**src/design/wtm_pkg.sv**
```systemverilog
// Package for the whitespace-to-markup tab expander.
// Holds character codes, the command passed from front to back, and text tables.
// No dependencies.
`timescale 1ns / 1ps
`default_nettype none

package wtm_pkg;

  localparam int CHAR_W       = 21;
  localparam int MAX_TAB_STOP = 16;
  localparam int REPS_W       = $clog2(MAX_TAB_STOP + 1);
  localparam int IDX_W        = 3;
  localparam int NBSP_LEN     = 6;
  localparam int BR_LEN       = 4;

  localparam logic [CHAR_W-1:0] CH_TAB   = 21'h00009;
  localparam logic [CHAR_W-1:0] CH_NL    = 21'h0000A;
  localparam logic [CHAR_W-1:0] CH_SPACE = 21'h00020;
  localparam logic [CHAR_W-1:0] CH_LT    = 21'h0003C;
  localparam logic [CHAR_W-1:0] CH_GT    = 21'h0003E;

  typedef enum logic [1:0] {
    CMD_RAW,
    CMD_NBSP,
    CMD_BR
  } cmd_kind_t;

  typedef struct packed {
    cmd_kind_t           kind;
    logic [CHAR_W-1:0]   ch;
    logic [REPS_W-1:0]   reps;
    logic                add_gt;
    logic                last;
  } cmd_t;

  function automatic logic [CHAR_W-1:0] nbsp_char(input logic [IDX_W-1:0] idx);
    logic [CHAR_W-1:0] c;
    unique case (idx)
      3'd0:    c = 21'h00026;
      3'd1:    c = 21'h0006E;
      3'd2:    c = 21'h00062;
      3'd3:    c = 21'h00073;
      3'd4:    c = 21'h00070;
      3'd5:    c = 21'h0003B;
      default: c = 21'h0003B;
    endcase
    return c;
  endfunction

  function automatic logic [CHAR_W-1:0] br_char(input logic [IDX_W-1:0] idx);
    logic [CHAR_W-1:0] c;
    unique case (idx)
      3'd0:    c = 21'h0003C;
      3'd1:    c = 21'h00062;
      3'd2:    c = 21'h00072;
      3'd3:    c = 21'h0003E;
      default: c = 21'h0003E;
    endcase
    return c;
  endfunction

endpackage

`default_nettype wire

```
**src/design/whitespace_to_markup_tab_expander.sv**
```systemverilog
// Top level of the whitespace-to-markup tab expander: front end, queue, back end.
// Depends on wtm_pkg, wtm_front, wtm_queue, wtm_back.
//
//   channel | signals                                   | role
//   in      | in_valid in_ready char_code end_of_text   | one character per transaction
//   out     | out_valid out_ready out_char last_of_run   | one output character per
//           | text_done                                 | transaction
//
// The back end emits one character per cycle while out_ready is high; a plain
// character passes through, a newline becomes <br>, a space &nbsp; and a tab one
// &nbsp; per column to the next tab stop, plus '>' at end of text inside a tag.
// A two-entry command queue lets input run ahead of output; the input stalls
// only when the queue is full. An input reaches the output through its queue
// entry and then the back end's command register.
// Reset is synchronous; it clears the queue, tag flag and column.
`timescale 1ns / 1ps
`default_nettype none

module whitespace_to_markup_tab_expander
  import wtm_pkg::*;
#(
  parameter int TAB_STOP = 8
) (
  input  wire logic              clk,
  input  wire logic              rst,
  input  wire logic              in_valid,
  output logic                   in_ready,
  input  wire logic [CHAR_W-1:0] char_code,
  input  wire logic              end_of_text,
  output logic                   out_valid,
  input  wire logic              out_ready,
  output logic [CHAR_W-1:0]      out_char,
  output logic                   last_of_run,
  output logic                   text_done
);

  logic q_full;
  logic push;
  cmd_t push_cmd;
  logic pop;
  logic q_not_empty;
  cmd_t q_head;

  wtm_front #(
    .TAB_STOP(TAB_STOP)
  ) u_front (
    .clk        (clk),
    .rst        (rst),
    .char_code  (char_code),
    .end_of_text(end_of_text),
    .in_valid   (in_valid),
    .in_ready   (in_ready),
    .q_full     (q_full),
    .push       (push),
    .push_cmd   (push_cmd)
  );

  wtm_queue u_queue (
    .clk      (clk),
    .rst      (rst),
    .push     (push),
    .push_cmd (push_cmd),
    .full     (q_full),
    .pop      (pop),
    .not_empty(q_not_empty),
    .head     (q_head)
  );

  wtm_back u_back (
    .clk        (clk),
    .rst        (rst),
    .q_not_empty(q_not_empty),
    .q_head     (q_head),
    .pop        (pop),
    .out_valid  (out_valid),
    .out_ready  (out_ready),
    .out_char   (out_char),
    .last_of_run(last_of_run),
    .text_done  (text_done)
  );

endmodule

`default_nettype wire

```
**src/design/wtm_front.sv**
```systemverilog
// Front end: accepts characters, tracks tag and column state, issues commands.
// Depends on wtm_pkg.
`timescale 1ns / 1ps
`default_nettype none

module wtm_front
  import wtm_pkg::*;
#(
  parameter int TAB_STOP = 8
) (
  input  wire logic              clk,
  input  wire logic              rst,
  input  wire logic [CHAR_W-1:0] char_code,
  input  wire logic              end_of_text,
  input  wire logic              in_valid,
  output logic                   in_ready,
  input  wire logic              q_full,
  output logic                   push,
  output cmd_t                   push_cmd
);

  localparam int COL_W = (TAB_STOP > 1) ? $clog2(TAB_STOP) : 1;
  localparam logic [COL_W-1:0] COL_LAST = COL_W'(TAB_STOP - 1);

  logic             inside_tag, inside_tag_next;
  logic [COL_W-1:0] column, column_next;
  logic [COL_W-1:0] column_adv;
  logic             tag_after;

  assign in_ready   = !q_full;
  assign push       = in_valid && in_ready;
  assign column_adv = (column == COL_LAST) ? '0 : column + COL_W'(1);

  always_comb begin
    push_cmd.kind = CMD_RAW;
    push_cmd.ch   = char_code;
    push_cmd.reps = REPS_W'(1);
    column_next   = column_adv;
    tag_after     = inside_tag;
    if (inside_tag) begin
      if (char_code == CH_GT) begin
        tag_after = 1'b0;
      end
    end else if (char_code == CH_LT) begin
      tag_after = 1'b1;
    end else if (char_code == CH_SPACE) begin
      push_cmd.kind = CMD_NBSP;
    end else if (char_code == CH_NL) begin
      push_cmd.kind = CMD_BR;
      column_next   = '0;
    end else if (char_code == CH_TAB) begin
      push_cmd.kind = CMD_NBSP;
      push_cmd.reps = REPS_W'(TAB_STOP) - REPS_W'(column);
      column_next   = '0;
    end
    push_cmd.add_gt = end_of_text && tag_after;
    push_cmd.last   = end_of_text;
    inside_tag_next = end_of_text ? 1'b0 : tag_after;
  end

  always_ff @(posedge clk) begin
    if (rst) begin
      inside_tag <= 1'b0;
      column     <= '0;
    end else if (push) begin
      inside_tag <= inside_tag_next;
      column     <= end_of_text ? '0 : column_next;
    end
  end

endmodule

`default_nettype wire

```
**src/design/wtm_queue.sv**
```systemverilog
// Two-entry command queue between front end and back end.
// Depends on wtm_pkg.
`timescale 1ns / 1ps
`default_nettype none

module wtm_queue
  import wtm_pkg::*;
(
  input  wire logic clk,
  input  wire logic rst,
  input  wire logic push,
  input  wire cmd_t push_cmd,
  output logic      full,
  input  wire logic pop,
  output logic      not_empty,
  output cmd_t      head
);

  cmd_t       entry [2];
  logic       wr_ptr;
  logic       rd_ptr;
  logic [1:0] count;
  logic       do_push;
  logic       do_pop;

  assign full      = (count == 2'd2);
  assign not_empty = (count != 2'd0);
  assign head      = entry[rd_ptr];
  assign do_push   = push && !full;
  assign do_pop    = pop && not_empty;

  always_ff @(posedge clk) begin
    if (do_push) begin
      entry[wr_ptr] <= push_cmd;
    end
  end

  always_ff @(posedge clk) begin
    if (rst) begin
      wr_ptr <= 1'b0;
      rd_ptr <= 1'b0;
      count  <= 2'd0;
    end else begin
      if (do_push) begin
        wr_ptr <= !wr_ptr;
      end
      if (do_pop) begin
        rd_ptr <= !rd_ptr;
      end
      count <= count + 2'(do_push) - 2'(do_pop);
    end
  end

endmodule

`default_nettype wire

```
**src/design/wtm_back.sv**
```systemverilog
// Back end: expands queued commands into output characters, one per cycle while out_ready is high.
// Depends on wtm_pkg.
`timescale 1ns / 1ps
`default_nettype none

module wtm_back
  import wtm_pkg::*;
(
  input  wire logic              clk,
  input  wire logic              rst,
  input  wire logic              q_not_empty,
  input  wire cmd_t              q_head,
  output logic                   pop,
  output logic                   out_valid,
  input  wire logic              out_ready,
  output logic [CHAR_W-1:0]      out_char,
  output logic                   last_of_run,
  output logic                   text_done
);

  cmd_t              cmd;
  logic              busy;
  logic [IDX_W-1:0]  idx;
  logic [REPS_W-1:0] rep;
  logic              gt_phase;
  logic              main_end;
  logic              final_char;
  logic              take;

  always_comb begin
    unique case (cmd.kind)
      CMD_RAW: begin
        main_end = 1'b1;
        out_char = cmd.ch;
      end
      CMD_NBSP: begin
        main_end = (idx == IDX_W'(NBSP_LEN - 1)) && (rep == REPS_W'(1));
        out_char = nbsp_char(idx);
      end
      CMD_BR: begin
        main_end = (idx == IDX_W'(BR_LEN - 1));
        out_char = br_char(idx);
      end
      default: begin
        main_end = 1'b1;
        out_char = cmd.ch;
      end
    endcase
    if (gt_phase) begin
      out_char = CH_GT;
    end
  end

  assign final_char  = gt_phase || (main_end && !cmd.add_gt);
  assign out_valid   = busy;
  assign last_of_run = final_char;
  assign text_done   = final_char && cmd.last;
  assign take        = out_valid && out_ready;
  assign pop         = q_not_empty && (!busy || (take && final_char));

  always_ff @(posedge clk) begin
    if (pop) begin
      cmd <= q_head;
    end
  end

  always_ff @(posedge clk) begin
    if (rst) begin
      busy     <= 1'b0;
      idx      <= '0;
      rep      <= '0;
      gt_phase <= 1'b0;
    end else if (pop) begin
      busy     <= 1'b1;
      idx      <= '0;
      rep      <= q_head.reps;
      gt_phase <= 1'b0;
    end else if (take) begin
      if (final_char) begin
        busy <= 1'b0;
      end else if (main_end) begin
        gt_phase <= 1'b1;
      end else if (cmd.kind == CMD_NBSP && idx == IDX_W'(NBSP_LEN - 1)) begin
        idx <= '0;
        rep <= rep - REPS_W'(1);
      end else begin
        idx <= idx + IDX_W'(1);
      end
    end
  end

endmodule

`default_nettype wire

```
**config.mk**
```make
export PLATFORM = sky130hd
export DESIGN_NAME = whitespace_to_markup_tab_expander
export DESIGN_NICKNAME = d
export VERILOG_FILES = /design/src/design/wtm_pkg.sv /design/src/design/whitespace_to_markup_tab_expander.sv /design/src/design/wtm_front.sv /design/src/design/wtm_queue.sv /design/src/design/wtm_back.sv
export SDC_FILE = /design/constraint.sdc
export NUM_CORES = 1
export LEC_CHECK = 0
export BUFFER_PORTS_ARGS = -buffer_cell sky130_fd_sc_hd__buf_2
export CAP_MARGIN = 25
export CORE_ASPECT_RATIO = 0.8
export CORE_MARGIN = 4
export CORE_UTILIZATION = 39
export DETAILED_ROUTE_END_ITERATION = 16
export PLACE_DENSITY = 0.66
export SLEW_MARGIN = 20
export SYNTH_ARGS = -nofsm -noshare
export SYNTH_HDL_FRONTEND = slang
export SYNTH_SLANG_ARGS = --single-unit
```
**constraint.sdc**
```tcl
create_clock -name clk -period 4.16 [get_ports clk]
set_input_delay 0 -clock clk [delete_from_list [all_inputs] [get_ports clk]]
set_output_delay 0 -clock clk [all_outputs]
set_load 0.005 [all_outputs]
```
# Word level (Yosys, flattened, before mapping)

Memories as Yosys holds them, arrays and structs flattened. A register that Yosys moved wholly into a read port is not among the register bits.
Cells that the tools add are included.

Bits in registers: 43
Bits in writable memories: 60
Output and inout port bits: 25
Memories: 1

Add/subtract/negate cells: 6
Equality and inequality tests: 17
Mux-type cells: 39
Bitwise logic cells: 2
Reductions and logical operators: 28

Memories:

| name          | words | bits a word | rd ports | clocked after Yosys merged registers in | write ports | line            | source |
|---|---|---|---|---|---|---|---|
| u_queue.entry | 2     | 30          | 1        | 1                                       | 1           | wtm_queue.sv:19 | `cmd_t entry [2];` |

Operators by type and width:

| kind                | count |
|---|---|
| $eq 21x6->1 const B | 3 |
| $mux 5              | 10 |
| $eq 21x4->1 const B | 2 |
| $pmux 21 s2         | 1 |
| $pmux 7 s5          | 1 |
| $mux 3              | 8 |
| $mux 21             | 1 |
| $pmux 7 s3          | 1 |
| $mux 1              | 12 |
| $logic_and 1x1->1   | 11 |
| $eq 3x3->1 const B  | 3 |
| $mux 2              | 4 |
| $reduce_bool 2->1   | 4 |
| $add 3x1->3 const B | 2 |
| $eq 3x2->1 const B  | 2 |
| $reduce_and 3->1    | 2 |
| $eq 5x1->1 const B  | 1 |
| $logic_not 1->1     | 5 |
| $sub 4x3->5 const A | 1 |
| $sub 5x1->5 const B | 1 |
| $eq 2x2->1 const B  | 2 |
| $ne 2x2->1 const B  | 2 |
| $reduce_and 4->1    | 1 |
| $eq 3x1->1 const B  | 1 |
| 9 further kinds     | 11 |

# Logic depth before layout (Yosys ltp)

Depth in word-level cells: 11
Gate-level depth with buffers: 13
Gate-level depth less buffers: 11

# By module

Synthesis repeated with hierarchy kept, for this count alone.

Cell total of the unflattened synthesis: 367
Area total of the unflattened synthesis: 4807.1 sq um

By module, submodules not included:

| module    | times used | cells each | area an instance (sq um) | seq. area each (sq um) |
|---|---|---|---|---|
| wtm_queue | 1          | 120        | 2391.0                   | 1901.8 |
| wtm_back  | 1          | 165        | 1808.0                   | 950.9 |
| wtm_front | 1          | 82         | 608.1                    | 80.1 |

# Least setup slack after synthesis

OpenSTA, ideal clock, no wires.

Path kind: flip-flop to flip-flop
From: register u_back.cmd[29] in the netlist's numbering
To: register u_back.cmd[0] in the netlist's numbering (enable)
Setup time: 446 ps
Arrival time: 3038 ps
Required time: 3714 ps
Setup slack: 677 ps
Stages on the path, launching flop included: 7
Path buffers: 1
Period minus slack after synthesis: 3483 ps
Cell sequence: edfxtp_1 -> inv_1 -> ha_1 -> buf_2 -> and3_1 -> a21oi_1 -> a211oi_1

Longest elaborated chain between the ends: 7

Ends and longest elaborated chain:

| item                                     | line                                    | source |
|---|---|---|
| start: declaration                       | wtm_back.sv:21                          | `cmd_t cmd;` |
| start signal: assignment                 | wtm_back.sv:63                          | `cmd <= q_head;` |
| $eq 2x2->1 or $eq 2x1->1 (tied branches) | wtm_back.sv:31                          | `unique case (cmd.kind)` |
| $pmux 1 s2 (*)                           | wtm_back.sv:31                          |  |
| $logic_and 1x1->1 (*)                    | wtm_back.sv:54                          | `assign final_char = gt_phase \|\| (main_end && !cmd.add_gt);` |
| $logic_or 1x1->1 (*)                     | wtm_back.sv:54                          |  |
| $logic_and 1x1->1 (*)                    | wtm_back.sv:59                          | `assign pop = q_not_empty && (!busy \|\| (take && final_char));` |
| $logic_or 1x1->1 (*)                     | wtm_back.sv:59                          |  |
| $logic_and 1x1->1 (*)                    | wtm_back.sv:59                          |  |
| via pop                                  | whitespace_to_markup_tab_expander.sv:40 | `logic pop;` |

Mark *: on every way through the listed nets, which the timed path passes. The rest lies on a longest branch.
A chain may end at the register's enable or synchronous reset.

# Final worst setup path

From: register u_back.idx[2]
To: register u_queue.count[1]

Longest elaborated chain between the ends: 10

Ends and longest elaborated chain:

| item                     | line            | source |
|---|---|---|
| start: declaration       | wtm_back.sv:23  | `logic [IDX_W-1:0] idx;` |
| start signal: assignment | wtm_back.sv:87  | `idx <= idx + IDX_W'(1);` |
| $eq 3x3->1               | wtm_back.sv:37  | `main_end = (idx == IDX_W'(NBSP_LEN - 1)) && (rep == REPS_W'(1));` |
| $logic_and 1x1->1        | wtm_back.sv:37  |  |
| $pmux 1 s2 (*)           | wtm_back.sv:31  |  |
| $logic_and 1x1->1 (*)    | wtm_back.sv:54  |  |
| $logic_or 1x1->1 (*)     | wtm_back.sv:54  |  |
| $logic_and 1x1->1 (*)    | wtm_back.sv:59  |  |
| $logic_or 1x1->1 (*)     | wtm_back.sv:59  |  |
| $logic_and 1x1->1 (*)    | wtm_back.sv:59  |  |
| $logic_and 1x1->1 (*)    | wtm_queue.sv:30 | `assign do_pop = pop && not_empty;` |
| $sub 2x1->2 (*)          | wtm_queue.sv:50 | `count <= count + 2'(do_push) - 2'(do_pop);` |
| end signal: assignment   | wtm_queue.sv:50 |  |
| end: declaration         | wtm_queue.sv:22 | `logic [1:0] count;` |

Every way passes the cells marked *; elsewhere a longest branch is shown, timed or not.

==> metrics.csv <==
metric;value;unit
worstMarginPinSlew;0.733;ns
most-common-layout-cells;edfxtp_1, buf_2, mux2_2;
grt_pass1_wl;12900;um
finalWirelength;7950;um
gp_congestion;0.797;
rr_worst_depth;12;
p_seq_share;41.9;%
rsz0062_at_grt;false;
cap_violations;0;
clockBufferDepth;2;
syn_inst;321;
power.density;652;nW/um^2
layout-drive-gt1-share;26.2;%
drt_iter0_drc;211;
async_flop_share;0;%
arrival;3.36;ns
cts.sinks;102;
seq_area_frac_synth;65.0;%
dieWidth;127;um
hold_depth;3;
ctsRootBufferMaster;clkbuf_16;
crit_required;4.38;ns
cts_tree;done;
antenna_found_initial;0;
hp-start;out_ready;
place_inst;509;
intPower;2.49;mW
vdd_drop_max;0.236;mV
fin_crit;3.14;ns
dp_slack;0.960;ns
ant_nets;0;
synth_nets;361;
r2r-start;u_back.idx[2];
ys.flop_type;edfxtp_1;
finalSetupViolCount;0;
cp_slowest_cell;dfxtp_1;
crit_type;reg2reg;
drc_errors;0;
slowest_delay;0.52;ns
viasPerCell;5.00;
track_usage;12.7;%
synth.avg_cell_area;13.8;um^2
final_common_cell;edfxtp_1;
start_kind;flop;
cp_top_family;compound AO/OA/AOI/OAI gates;
postCtsHoldBufs;22;
cts_setup_buffers;0;
end_kind;flop;
worst_slack;1.02;ns
cpMostUsedCell;ha_1;
synth-seq-cells;102;
finalHoldViolCount;0;
fill_cells;948;
yosys.cell_types.count;46;
finalMaxSlewViolations;0;
portBuffers;50;
multi_input_area;1450;um^2
antennaDiodeCount;0;
die_h;103;um
regToRegSetupSlack;1.02;ns
ios;51;
whs_endpoint;u_back.gt_phase;
r2r-end;u_queue.count[1];
dp_hpwl;5550;um
power;3.53;mW
rows;34;
netSwitchingPower;1.05;mW
fin_crit_sh;75.6;%
areaGrowthSynthToFinish;22.8;%
wl_per_cell;14.5;um
swShare;29.7;%
dieArea;13100;um^2
grt_max_degree;30;
grt_pass1_vias;2580;
fin_skew;0.00592;ns
clk_latency;0.34;ns
start_util;40.2;%
dr.pass1.iters;4;
final_cells;548;
nNetsFinal;439;
cp_max_fo;11;
grt-ovfl-total;0;
status;complete, no violations;
p_clk_share;27.3;%
clkTransAtPathRegs;0.07;ns
numCtsBuffers;9;
path_cells;inv_1, ha_1, a211o_4, a21oi_1, a211oi_2, buf_4, ha_1, inv_1, ha_1, xor2_1, xnor2_1, nor2_1;
num_vias;2741;
htreeDepth;3;
min-delay-path-class;in2reg;
seqCellArea;2870;um^2
pwr-share-comb;30.8;%
core-area;11000;um^2
critPathBufInv;3;
p_leak;2.01;nW
yosys_warnings;0;
max-slew-margin-rel;50.7;%
synth_edf_count;83;
setup_tns;0;ns
final_core_util;49.4;%
netlist_area;4420;um^2
clock.fmax;318;MHz
cts_resized;0;
worst max-delay path by stage:
stage,from,cells past startpoint,endpoint
floorplan,u_back.cmd[29],6,u_back.cmd[0]
global placement,u_back.cmd[29],11,u_queue.count[1]
detailed placement,u_back.cmd[29],11,u_queue.count[1]
CTS,u_back.cmd[29],11,u_queue.count[1]
global route,u_back.idx[2],12,u_queue.count[1]
finish,u_back.idx[2],12,u_queue.count[1]
cell families after synthesis:
group	Yosys count	synth area share (%)
mux	32	8.02
simple gates	96	12.1
flops	102	65.0
buf+inv	26	2.52
xor+xnor	10	1.98
compound gates	41	6.37
fa+ha+maj	14	3.97
layer usage:
| metal | global-route usage, % | routed length [um] | share of wire (%) | vias to the layer above |
|---|---|---|---|---|
| li1 | - | - | - | 1351 |
| met1 | 18.1 | 3960 | 50 | 1304 |
| met2 | 18.7 | 3500 | 44 | 72 |
| met3 | 3.34 | 343 | 4.3 | 14 |
| met4 | 4.62 | 155 | 1.9 | 0 |
| met5 | 0 | 0 | 0 | - |
cell usage after synthesis (3+ instances only):
cell,count,share of area [%]
nand2b_1,4,0.57
nor3b_1,3,0.51
nor2_1,18,1.5
and3_1,3,0.42
dfxtp_1,19,8.6
nor3_1,12,1.4
and2_1,17,2.4
mux2_2,27,6.9
nor4_1,7,0.99
edfxtp_1,83,56
a211oi_1,3,0.51
nand3_1,3,0.34
clkbuf_1,6,0.51
nand2_1,11,0.93
xor2_1,4,0.79
nor2b_1,4,0.57
inv_1,16,1.4
mux2i_1,5,1.1
xnor2_1,6,1.2
or4_1,3,0.51
a31oi_1,3,0.42
o21ai_0,4,0.45
ha_1,14,4.0
or3_1,3,0.42
a21oi_1,14,1.6
final cells by class:
class	instances	area share, %
sequential	102	53.0
timing repair buffer	77	9.37
clock buffer	9	4.15
inverter	16	1.11
clock inverter	7	2.40
multi-input combinational	193	26.7
tap	144	3.32
power groups by stage:
stage | registers, mW | clock network (mW) | logic [mW]
final | 1.48 | 0.963 | 1.09
after global routing | 1.50 | 1.03 | 1.23
after CTS | 1.48 | 0.978 | 1.10
after detailed placement | 1.50 | 0 | 1.08
after global placement | 1.50 | 0 | 1.06
after floorplan | 1.48 | 0 | 0.713
worst register-to-register path, cell delays in order (launching register included):
cell	delay, ns
dfxtp_1	0.52
inv_1	0.15
ha_1	0.26
a211o_4	0.37
a21oi_1	0.45
a211oi_2	0.21
buf_4	0.22
ha_1	0.29
inv_1	0.05
ha_1	0.15
xor2_1	0.17
xnor2_1	0.13
nor2_1	0.05
flip-flops by register name (all words and copies together) (netlist names), named ones only:
signal / cells
u_back.out_valid: 1
u_back.idx: 3
u_queue.wr_ptr: 1
u_queue.entry: 58
u_back.cmd: 25
u_queue.count: 2
u_front.column: 3
u_back.rep: 5
u_back.gt_phase: 1
u_queue.rd_ptr: 1
u_front.inside_tag: 1
per-stage QoR:
stage	hold slack [ns]	cell area, um^2
finish	0.0292	5420
global route	0.0212	5420
CTS	0.0155	5420
detailed placement	0.209	4840
global placement	0.204	4840
floorplan	0.0989	4420
Note: power is estimated with default switching activity, not from simulation.
